`config.mk`:
```
export PLATFORM = sky130hd
export DESIGN_NAME = motor_brake_sequencer_unit
export DESIGN_NICKNAME = d
export VERILOG_FILES = /design/src/design/mbs_pkg.sv /design/src/design/mbs_front.sv /design/src/design/mbs_queue.sv /design/src/design/mbs_back.sv /design/src/design/motor_brake_sequencer_unit.sv
export SDC_FILE = /design/constraint.sdc
export NUM_CORES = 1
export LEC_CHECK = 0
export ABC_CLOCK_PERIOD_IN_PS = 9910
export BUFFER_PORTS_ARGS = -buffer_cell sky130_fd_sc_hd__buf_2
export CORE_ASPECT_RATIO = 0.7
export CORE_MARGIN = 2
export CORE_UTILIZATION = 30
export CTS_CLUSTER_SIZE = 10
export DETAILED_ROUTE_END_ITERATION = 12
export PLACE_DENSITY = 0.56
export SLEW_MARGIN = 5
export SYNTH_ARGS = -nofsm -noshare
export SYNTH_HDL_FRONTEND = slang
export SYNTH_HIERARCHICAL = 1
export SYNTH_SLANG_ARGS = --single-unit
export TNS_END_PERCENT = 1
```
`constraint.sdc`:
```
create_clock -name i_clk -period 9.91 [get_ports i_clk]
set_input_delay 0.991 -clock i_clk [delete_from_list [all_inputs] [get_ports i_clk]]
set_output_delay 0.991 -clock i_clk [all_outputs]
set_load 0.02 [all_outputs]
```
`src/design/mbs_pkg.sv`:
```
// Shared types, codes and constants of the motor brake sequencer.
`timescale 1ns / 1ps
`default_nettype none
package mbs_pkg;

    localparam int CfgIdxWidth = 3;
    localparam int QueueDepth  = 4;
    localparam int QueuePtrW   = $clog2(QueueDepth);

    localparam logic [CfgIdxWidth-1:0] CFG_RELEASE_TICKS   = 3'd0;
    localparam logic [CfgIdxWidth-1:0] CFG_ENGAGE_TICKS    = 3'd1;
    localparam logic [CfgIdxWidth-1:0] CFG_SAFE_ZERO_TICKS = 3'd2;
    localparam logic [CfgIdxWidth-1:0] CFG_STILL_BAND      = 3'd3;
    localparam logic [CfgIdxWidth-1:0] CFG_CURRENT_MAX     = 3'd4;
    localparam logic [CfgIdxWidth-1:0] CFG_CURRENT_MIN     = 3'd5;
    localparam logic [CfgIdxWidth-1:0] CFG_APPROACH_RATIO  = 3'd6;

    localparam logic [1:0] DIR_POSITIVE = 2'd1;
    localparam logic [1:0] DIR_NEGATIVE = 2'd2;

    typedef enum logic [1:0] {
        MODE_STOP  = 2'd0,
        MODE_SPEED = 2'd1,
        MODE_POS   = 2'd2,
        MODE_FAULT = 2'd3
    } t_mode;

    typedef enum logic [1:0] {
        BRK_LOCKED    = 2'd0,
        BRK_RELEASING = 2'd1,
        BRK_FREE      = 2'd2,
        BRK_ENGAGING  = 2'd3
    } t_brake;

    typedef struct packed {
        logic [15:0]        release_ticks;
        logic [15:0]        engage_ticks;
        logic [15:0]        safe_zero_ticks;
        logic [15:0]        still_band;
        logic [13:0]        current_max_ma;
        logic signed [14:0] current_min_ma;
        logic [8:0]         approach_ratio_q8;
    } t_cfg;

    // Classified tick as it waits in the queue.
    typedef struct packed {
        logic               mode_write;
        logic [1:0]         mode_value;
        logic               fault;
        logic               still_incl;
        logic               still_excl;
        logic signed [14:0] limit_high;
        logic signed [14:0] limit_low;
    } t_cls;

    typedef struct packed {
        logic               brake_released;
        logic               loop_active;
        logic               hold_targets;
        logic               clear_integrators;
        logic signed [14:0] current_limit_high;
        logic signed [14:0] current_limit_low;
        logic               safe_to_zero;
        logic [1:0]         brake_phase;
        logic [1:0]         mode_now;
    } t_res;

endpackage
`default_nettype wire

```
`src/design/mbs_front.sv`:
```
// Front end: decodes an input item, checks the standstill band and works out current limits.
`timescale 1ns / 1ps
`default_nettype none
module mbs_front (
    input  wire mbs_pkg::t_cfg i_cfg,
    input  wire logic          i_mode_write,
    input  wire logic [1:0]    i_mode_value,
    input  wire logic          i_limit_fault,
    input  wire logic          i_bit_fault,
    input  wire logic          i_limit_reached,
    input  wire logic [1:0]    i_limit_direction,
    input  wire logic [16:0]   i_speed_now,
    output mbs_pkg::t_cls      o_cls
);
    import mbs_pkg::*;

    logic signed [17:0] speed_ext;
    logic signed [17:0] band_pos;
    logic signed [17:0] band_neg;
    logic [22:0]        prod_hi;
    logic [14:0]        mag_lo;
    logic [23:0]        prod_lo;
    logic [14:0]        q_hi;
    logic [15:0]        q_lo;
    logic               min_positive;
    logic signed [14:0] scaled_hi;
    logic signed [14:0] scaled_lo;

    assign speed_ext = {i_speed_now[16], i_speed_now};
    assign band_pos  = {2'b00, i_cfg.still_band};
    assign band_neg  = -band_pos;

    // Magnitude of the lower limit; the most negative value maps to 16384.
    assign min_positive = !i_cfg.current_min_ma[14] && (i_cfg.current_min_ma != 15'sd0);
    assign mag_lo = i_cfg.current_min_ma[14] ? 15'(-i_cfg.current_min_ma)
                                             : 15'(i_cfg.current_min_ma);

    assign prod_hi = 23'(i_cfg.current_max_ma) * 23'(i_cfg.approach_ratio_q8);
    assign prod_lo = 24'(mag_lo) * 24'(i_cfg.approach_ratio_q8);
    assign q_hi    = prod_hi[22:8];
    assign q_lo    = prod_lo[23:8];

    always_comb begin
        scaled_hi = q_hi[14] ? 15'sd16383 : $signed(q_hi);
        if (min_positive) begin
            scaled_lo = (q_lo > 16'd16383) ? 15'sd16383 : $signed(q_lo[14:0]);
        end else begin
            scaled_lo = (q_lo > 16'd16384) ? $signed(15'h4000) : $signed(15'(-q_lo[14:0]));
        end
    end

    always_comb begin
        o_cls.mode_write = i_mode_write;
        o_cls.mode_value = i_mode_value;
        o_cls.fault      = i_limit_fault | i_bit_fault;
        o_cls.still_incl = (speed_ext >= band_neg) && (speed_ext <= band_pos);
        o_cls.still_excl = (speed_ext > band_neg) && (speed_ext < band_pos);
        o_cls.limit_high = $signed({1'b0, i_cfg.current_max_ma});
        o_cls.limit_low  = i_cfg.current_min_ma;
        if (i_limit_reached) begin
            if (i_limit_direction == DIR_POSITIVE) begin
                o_cls.limit_high = 15'sd0;
            end else if (i_limit_direction == DIR_NEGATIVE) begin
                o_cls.limit_low = 15'sd0;
            end
        end else if (i_limit_direction == DIR_POSITIVE) begin
            o_cls.limit_high = scaled_hi;
        end else if (i_limit_direction == DIR_NEGATIVE) begin
            o_cls.limit_low = scaled_lo;
        end
    end

endmodule
`default_nettype wire

```
`src/design/mbs_queue.sv`:
```
// Short FIFO of classified items between the front and the back end.
`timescale 1ns / 1ps
`default_nettype none
module mbs_queue (
    input  wire logic          i_clk,
    input  wire logic          i_rst_n,
    input  wire logic          i_push,
    input  wire mbs_pkg::t_cls i_item,
    output logic               o_full,
    input  wire logic          i_pop,
    output logic               o_valid,
    output mbs_pkg::t_cls      o_item
);
    import mbs_pkg::*;

    t_cls               r_mem [QueueDepth];
    logic [QueuePtrW-1:0] r_wr_ptr;
    logic [QueuePtrW-1:0] r_rd_ptr;
    logic [QueuePtrW:0]   r_count;
    logic [QueuePtrW:0]   n_count;

    assign o_full  = (r_count == (QueuePtrW+1)'(QueueDepth));
    assign o_valid = (r_count != '0);
    assign o_item  = r_mem[r_rd_ptr];

    always_comb begin
        n_count = r_count;
        if (i_push && !i_pop) begin
            n_count = r_count + 1'b1;
        end else if (!i_push && i_pop) begin
            n_count = r_count - 1'b1;
        end
    end

    always_ff @(posedge i_clk) begin
        if (i_push) begin
            r_mem[r_wr_ptr] <= i_item;
        end
    end

    always_ff @(posedge i_clk) begin
        if (!i_rst_n) begin
            r_wr_ptr <= '0;
            r_rd_ptr <= '0;
            r_count  <= '0;
        end else begin
            if (i_push) begin
                r_wr_ptr <= r_wr_ptr + 1'b1;
            end
            if (i_pop) begin
                r_rd_ptr <= r_rd_ptr + 1'b1;
            end
            r_count <= n_count;
        end
    end

endmodule
`default_nettype wire

```
`src/design/mbs_back.sv`:
```
// Back end: mode latch, brake sequence, timers and the registered result.
`timescale 1ns / 1ps
`default_nettype none
module mbs_back (
    input  wire logic          i_clk,
    input  wire logic          i_rst_n,
    input  wire mbs_pkg::t_cfg i_cfg,
    input  wire logic          i_q_valid,
    input  wire mbs_pkg::t_cls i_q_item,
    output logic               o_q_pop,
    output logic               o_valid,
    input  wire logic          i_ready,
    output mbs_pkg::t_res      o_res
);
    import mbs_pkg::*;

    t_mode       r_mode;
    t_mode       n_mode;
    t_brake      r_brake;
    t_brake      n_brake;
    t_brake      brake_mid;
    logic [15:0] r_brake_timer;
    logic [15:0] n_brake_timer;
    logic [15:0] timer_mid;
    logic [15:0] timer_inc;
    logic [15:0] r_still_timer;
    logic [15:0] n_still_timer;
    logic        hold_entry;
    logic        release_done;
    logic        engage_done;
    logic        r_out_valid;
    t_res        r_out;
    t_res        n_out;

    assign o_q_pop = i_q_valid && (!r_out_valid || i_ready);
    assign o_valid = r_out_valid;
    assign o_res   = r_out;

    // Next state: still timer, mode latch, mode-driven brake transition, then phase timing.
    always_comb begin
        if (i_q_item.still_incl && (r_brake == BRK_LOCKED)) begin
            n_still_timer = (r_still_timer < i_cfg.safe_zero_ticks) ? r_still_timer + 1'b1
                                                                     : r_still_timer;
        end else begin
            n_still_timer = '0;
        end

        n_mode = r_mode;
        if (i_q_item.mode_write) begin
            n_mode = t_mode'(i_q_item.mode_value);
        end
        if (i_q_item.fault) begin
            n_mode = MODE_FAULT;
        end

        brake_mid  = r_brake;
        timer_mid  = r_brake_timer;
        hold_entry = 1'b0;
        if (n_mode == MODE_FAULT) begin
            brake_mid = BRK_LOCKED;
        end else if (n_mode == MODE_STOP) begin
            if (r_brake == BRK_FREE) begin
                if (i_q_item.still_excl) begin
                    brake_mid = BRK_ENGAGING;
                    timer_mid = '0;
                end else begin
                    hold_entry = 1'b1;
                end
            end
        end else if (r_brake == BRK_LOCKED) begin
            brake_mid  = BRK_RELEASING;
            timer_mid  = '0;
            hold_entry = 1'b1;
        end

        timer_inc    = (timer_mid == 16'hFFFF) ? timer_mid : timer_mid + 1'b1;
        release_done = (timer_inc >= i_cfg.release_ticks);
        engage_done  = (timer_inc >= i_cfg.engage_ticks);

        n_brake       = brake_mid;
        n_brake_timer = timer_mid;
        case (brake_mid)
            BRK_RELEASING: begin
                n_brake_timer = timer_inc;
                if (release_done) begin
                    n_brake = BRK_FREE;
                end
            end
            BRK_ENGAGING: begin
                n_brake_timer = timer_inc;
                if (engage_done) begin
                    n_brake = BRK_LOCKED;
                end
            end
            default: begin
            end
        endcase
    end

    // Outputs of the tick, decided by the phase after the mode-driven transition.
    always_comb begin
        n_out                    = '0;
        n_out.hold_targets       = hold_entry;
        n_out.current_limit_high = i_q_item.limit_high;
        n_out.current_limit_low  = i_q_item.limit_low;
        n_out.safe_to_zero       = (n_still_timer >= i_cfg.safe_zero_ticks);
        n_out.brake_phase        = n_brake;
        n_out.mode_now           = n_mode;
        case (brake_mid)
            BRK_LOCKED: begin
                n_out.clear_integrators = 1'b1;
            end
            BRK_RELEASING: begin
                n_out.brake_released = 1'b1;
                n_out.loop_active    = 1'b1;
                if (!release_done) begin
                    n_out.hold_targets = 1'b1;
                end
            end
            BRK_ENGAGING: begin
                n_out.hold_targets = 1'b1;
                n_out.loop_active  = !engage_done;
            end
            default: begin
                n_out.brake_released = 1'b1;
                n_out.loop_active    = 1'b1;
            end
        endcase
    end

    always_ff @(posedge i_clk) begin
        if (o_q_pop) begin
            r_out <= n_out;
        end
    end

    always_ff @(posedge i_clk) begin
        if (!i_rst_n) begin
            r_mode        <= MODE_STOP;
            r_brake       <= BRK_LOCKED;
            r_brake_timer <= '0;
            r_still_timer <= '0;
            r_out_valid   <= 1'b0;
        end else begin
            if (o_q_pop) begin
                r_mode        <= n_mode;
                r_brake       <= n_brake;
                r_brake_timer <= n_brake_timer;
                r_still_timer <= n_still_timer;
                r_out_valid   <= 1'b1;
            end else if (i_ready) begin
                r_out_valid <= 1'b0;
            end
        end
    end

endmodule
`default_nettype wire

```
`src/design/motor_brake_sequencer_unit.sv`:
```
// Top level of the motor brake sequencer: configuration registers, front end, queue, back end.
// Each accepted item is registered in the queue, then in the back end's output register.
// Throughput: one item per cycle unless the output stalls; each pop updates the back end state.
// The four-entry queue lets the input keep accepting items while the output side is stalled.
// Reset is synchronous and active low: mode stop, brake locked, timers zero, queue empty,
// and every configuration register back to its default value.
`timescale 1ns / 1ps
`default_nettype none
module motor_brake_sequencer_unit (
    input  wire logic        i_clk,
    input  wire logic        i_rst_n,
    // Input items: [0] mode_write, [2:1] mode_value, [3] limit_fault, [4] bit_fault,
    // [5] limit_reached, [7:6] limit_direction, [24:8] speed_now, [31:25] zero.
    input  wire logic        i_s_axis_tvalid,
    output logic             o_s_axis_tready,
    input  wire logic [31:0] i_s_axis_tdata,
    // Result items: [0] brake_released, [1] loop_active, [2] hold_targets,
    // [3] clear_integrators, [18:4] current_limit_high, [33:19] current_limit_low,
    // [34] safe_to_zero, [36:35] brake_phase, [38:37] mode_now, [39] zero.
    output logic             o_m_axis_tvalid,
    input  wire logic        i_m_axis_tready,
    output logic [39:0]      o_m_axis_tdata,
    // Configuration write port.
    input  wire logic        i_cfg_we,
    input  wire logic [2:0]  i_cfg_idx,
    input  wire logic [15:0] i_cfg_wdata
);
    import mbs_pkg::*;

    t_cfg r_cfg;
    t_cls front_cls;
    t_cls queue_item;
    t_res back_res;
    logic queue_full;
    logic queue_valid;
    logic queue_pop;
    logic in_push;

    // Configuration registers. Writes must come only while the block is idle, so that no
    // item ever sees a half-updated set; the block itself does not enforce it.
    always_ff @(posedge i_clk) begin
        if (!i_rst_n) begin
            r_cfg.release_ticks     <= 16'd1500;
            r_cfg.engage_ticks      <= 16'd1000;
            r_cfg.safe_zero_ticks   <= 16'd5000;
            r_cfg.still_band        <= 16'd16;
            r_cfg.current_max_ma    <= 14'd9340;
            r_cfg.current_min_ma    <= -15'sd9340;
            r_cfg.approach_ratio_q8 <= 9'd64;
        end else if (i_cfg_we) begin
            case (i_cfg_idx)
                CFG_RELEASE_TICKS:   r_cfg.release_ticks     <= i_cfg_wdata;
                CFG_ENGAGE_TICKS:    r_cfg.engage_ticks      <= i_cfg_wdata;
                CFG_SAFE_ZERO_TICKS: r_cfg.safe_zero_ticks   <= i_cfg_wdata;
                CFG_STILL_BAND:      r_cfg.still_band        <= i_cfg_wdata;
                CFG_CURRENT_MAX:     r_cfg.current_max_ma    <= i_cfg_wdata[13:0];
                CFG_CURRENT_MIN:     r_cfg.current_min_ma    <= $signed(i_cfg_wdata[14:0]);
                CFG_APPROACH_RATIO:  r_cfg.approach_ratio_q8 <= i_cfg_wdata[8:0];
                default: begin
                end
            endcase
        end
    end

    // The front end is stateless: an accepted item is classified and written
    // straight into the queue, which is the register after the limit multipliers.
    assign o_s_axis_tready = !queue_full;
    assign in_push         = i_s_axis_tvalid && !queue_full;

    mbs_front u_front (
        .i_cfg             (r_cfg),
        .i_mode_write      (i_s_axis_tdata[0]),
        .i_mode_value      (i_s_axis_tdata[2:1]),
        .i_limit_fault     (i_s_axis_tdata[3]),
        .i_bit_fault       (i_s_axis_tdata[4]),
        .i_limit_reached   (i_s_axis_tdata[5]),
        .i_limit_direction (i_s_axis_tdata[7:6]),
        .i_speed_now       (i_s_axis_tdata[24:8]),
        .o_cls             (front_cls)
    );

    mbs_queue u_queue (
        .i_clk   (i_clk),
        .i_rst_n (i_rst_n),
        .i_push  (in_push),
        .i_item  (front_cls),
        .o_full  (queue_full),
        .i_pop   (queue_pop),
        .o_valid (queue_valid),
        .o_item  (queue_item)
    );

    // The back end pops one waiting item per cycle whenever its output register is
    // empty or being taken, and updates the brake state on each pop.
    mbs_back u_back (
        .i_clk     (i_clk),
        .i_rst_n   (i_rst_n),
        .i_cfg     (r_cfg),
        .i_q_valid (queue_valid),
        .i_q_item  (queue_item),
        .o_q_pop   (queue_pop),
        .o_valid   (o_m_axis_tvalid),
        .i_ready   (i_m_axis_tready),
        .o_res     (back_res)
    );

    assign o_m_axis_tdata = {1'b0,
                             back_res.mode_now,
                             back_res.brake_phase,
                             back_res.safe_to_zero,
                             back_res.current_limit_low,
                             back_res.current_limit_high,
                             back_res.clear_integrators,
                             back_res.hold_targets,
                             back_res.loop_active,
                             back_res.brake_released};

endmodule
`default_nettype wire

```
==> results.toml <==
[placed_design]
dp_slack_ns = 1.66
dp_hpwl_um = 50900
place_congestion = 0.841
dpl.cell_count = 3630
io_buffers = 89

[synthesis]
syn_area_sq_mm = 0.0256
synth_top_area_share_pct = 21.5
synth_top_area_cell = "edfxtp_1"
yosys_most_used_dff = "edfxtp_1"
yosys_warnings = 6
async_flop_share_pct = 0
syn_avg_cell_area_sq_um = 10.2
synth_cells = 2514
synthTopCellsByArea = "edfxtp_1 (21%), fa_1 (14%), dfxtp_1 (12%)"
yosysSeqAreaShare_pct = 33.0
ys_types = 107
synthesis.nets = 2934
synth-edff-count = 183
ys_ff_latch = 331

[critical_path]
path_depth = 23
r2r_end = "u_queue/r_mem[3][11]$_DFFE_PP_"
crit_buf_inv = 3
critical_path.endpoint = "u_queue/r_mem[3][11]$_DFFE_PP_"
cp_slowest_cell = "o41ai_1"
arrival_ns = 8.60
cp_data_required_time_ns = 10.15
reg2reg_slack_ns = 1.56
critPathLaunch = "r_cfg[13]$_SDFFE_PN0P_"
crit_path_end_kind = "register"
cp_max_fo = 9
worstSetupStartpointType = "register"
r2r_cells = 23
r2r_start = "r_cfg[13]$_SDFFE_PN0P_"
path_delay_family = "adder cells"
timing.critical_path.mode_cell = "fa_1"
cpPeakStageDelay_ns = 0.75
worstPathCellList = "or4_1 > or2_1 > o31ai_1 > nand2_1 > xor2_1 > nand2_1 > fa_1 > inv_1 > fa_1 > fa_1 > inv_1 > fa_1 > inv_1 > ha_1 > nand3_1 > a21o_1 > and2_1 > a311oi_1 > o211a_1 > nor3_1 > nor4_1 > nor2_1 > o41ai_1"
crit_type = "register to register"

[power_and_ir_drop]
peakVddDrop_mv = 0.145
leakage_nw = 12.0
p_per_area_mw_per_mm2 = 154

[sta]
skew_ns = 0.0217
relSlewSlack_pct = 22.0
timing.final.crit_share_pct = 84.3
finalCriticalPeriod_ns = 8.35
rsz0062_at_grt = "no"
setup_tns_ns = 0
slew_violations = 0
hold_viol = 0
worst_slack_ns = 1.56
tightest_slew_ns = 1.16
fmax_mhz = 120
hold_slack_ns = 0.458
finalSetupViolCount = 0

[global_route]
grt_max_degree = 97
antenna_found_initial = 5
grt_pass1_vias = 18200
grt_first_pass_wirelength_um = 108000
grt_remaining_overflow = 0
grt.total_usage_pct = 15.4

[clock_network]
postCtsHoldBufs = 0
h-tree-depth = 2
clockBufferDepth = 3
postCtsSetupBuffers = 0
ctsResizeCount = 0
cts.reportedPaths.clkPinSlew_ns = 0.06
cts_buffers = 39
insertion_delay_ns = 0.56
cts_tree = "yes"
cts_num_sinks = 331
clock-root-buffer = "clkbuf_16"

[floorplan]
dieArea_sq_mm = 0.0878
initial_core_util_pct = 30.3
die_h_um = 248
ioPinCount = 98
row_count = 89
core-area_sq_mm = 0.0844
chipWidth_um = 353

[drt]
vias = 18600
remaining_drc_errors = 0
firstDrtPassIters = 6
final_antenna_net_count = 0
viasPerCell = 5.04
wl_per_cell_um = 18.4
first_iter_violations = 1556
detail_route.wirelength_um = 68000

[finish]
syn_to_final_growth_pct = 9.69
fin_cells = 3691
nets = 2954
drive_gt1_share_pct = 9.14

[min_path]
min_from = "r_cfg[67]$_SDFFE_PN0P_"
min_path_type = "register to register"

[run_status]
outcome = "finished clean"

[run]
drv_cap = 0
## cells in the mapped netlist, drive strengths merged, types with 24 or more instances
master and n:
or3 27, xor2 24, nor2 80, nand3 54, fa 176, mux2i 118, clkbuf 84, a21o 27
ha 188, and2 135, inv 237, xnor2 46, buf 49, o21ai 80, dfxtp 148, nor2b 65
nand4 34, nor3 27, a31oi 31, edfxtp 183, mux4 36, nand2 295, a21oi 85
## layout by cell type, fill, tap and decap left out, drive strengths merged, types with 19 or more instances in the layout
cell type | synthesis | layout
and2 | 135 | 135
xnor2 | 46 | 46
ha | 188 | 188
nand2 | 295 | 295
buf | 49 | 113
a21o | 27 | 27
a31oi | 31 | 31
inv | 237 | 238
nand4 | 34 | 34
dfxtp | 148 | 148
xor2 | 24 | 24
or3 | 27 | 27
nand3 | 54 | 54
fa | 176 | 176
mux4 | 36 | 36
and3 | 19 | 19
or4 | 23 | 23
clkbuf | 84 | 51
o21ai | 80 | 80
mux2i | 118 | 118
a21oi | 85 | 85
edfxtp | 183 | 183
nor2 | 80 | 80
nor2b | 65 | 65
nor3 | 27 | 27
o21a | 23 | 23
## routing by layer
layer / routed length [um] / track usage (%) / part of all wire [%]
met2: 26500 / 20.9 / 39
met5: 13 / 0 / 0.019
met1: 35300 / 24.3 / 52
met4: 951 / 2.92 / 1.4
met3: 5180 / 3.51 / 7.6
## worst min path at each step
stage | end | cells after the start
after floorplan | r_cfg[59]$_SDFFE_PN0P_ | 2
after global placement | r_cfg[80]$_SDFFE_PN0P_ | 2
after detailed placement | r_cfg[59]$_SDFFE_PN0P_ | 2
after CTS | r_cfg[60]$_SDFFE_PN0P_ | 2
after global routing | r_cfg[95]$_SDFFE_PN0P_ | 2
final | r_cfg[67]$_SDFFE_PN0P_ | 2
## cells by family after synthesis
kind of cell               count (synthesis)  synth area share, %
other                                      2               0.0293
AOI/OAI and AO/OA                        385                 10.1
and+or+nand+nor                          834                 17.3
buffers and inverters                    372                 6.21
muxes                                    156                 8.02
DFF                                      331                 33.0
xor gates and xnor gates                  70                 2.39
adders and majority gates                364                 22.9
## where the power goes
part,leakage (nW),internal (mW),switching (mW)
clock network,0.525,0.726,0.546
logic,8.56,0.467,0.831
registers,2.91,1.68,0.0899
## stage by stage
step / power [mW] / area, sq um / util, %
2_1_floorplan: 2.73 / 25600 / -
3_3_place_gp: 3.09 / 27000 / 32.0
3_5_place_dp: 3.10 / 27000 / 32.0
4_1_cts: 4.39 / 28100 / 33.3
5_1_grt: 4.58 / 28100 / 33.3
6_report: 4.34 / 28100 / 33.3
## layout make-up
cell class / count / area (sq um)
multi-input cells: 1811 / 15600
clock buffers: 51 / 1030
inverters: 238 / 893
fillers: 8662 / 56300
well taps: 1137 / 1420
repair buffers: 113 / 628
diodes: 6 / 15.0
flip-flops and latches: 331 / 8460
clock inverters: 4 / 58.8
## sequential cells by signal, summed over array words and instances (netlist names), named ones only
register	count
u_queue/r_wr_ptr	2
u_back/r_still_timer	16
u_queue/r_rd_ptr	2
u_queue/r_mem	144
r_cfg	102
u_back/o_valid	1
u_back/r_brake	2
u_queue/r_count	3
u_back/r_mode	2
u_back/o_res	39
u_back/r_brake_timer	16
## tightest hold or removal path, cell delays in order, from the launching register on
cell,delay [ns]
dfxtp_1,0.30
nand2_1,0.05
mux2i_1,0.05
(Power assumes the default switching activity.)
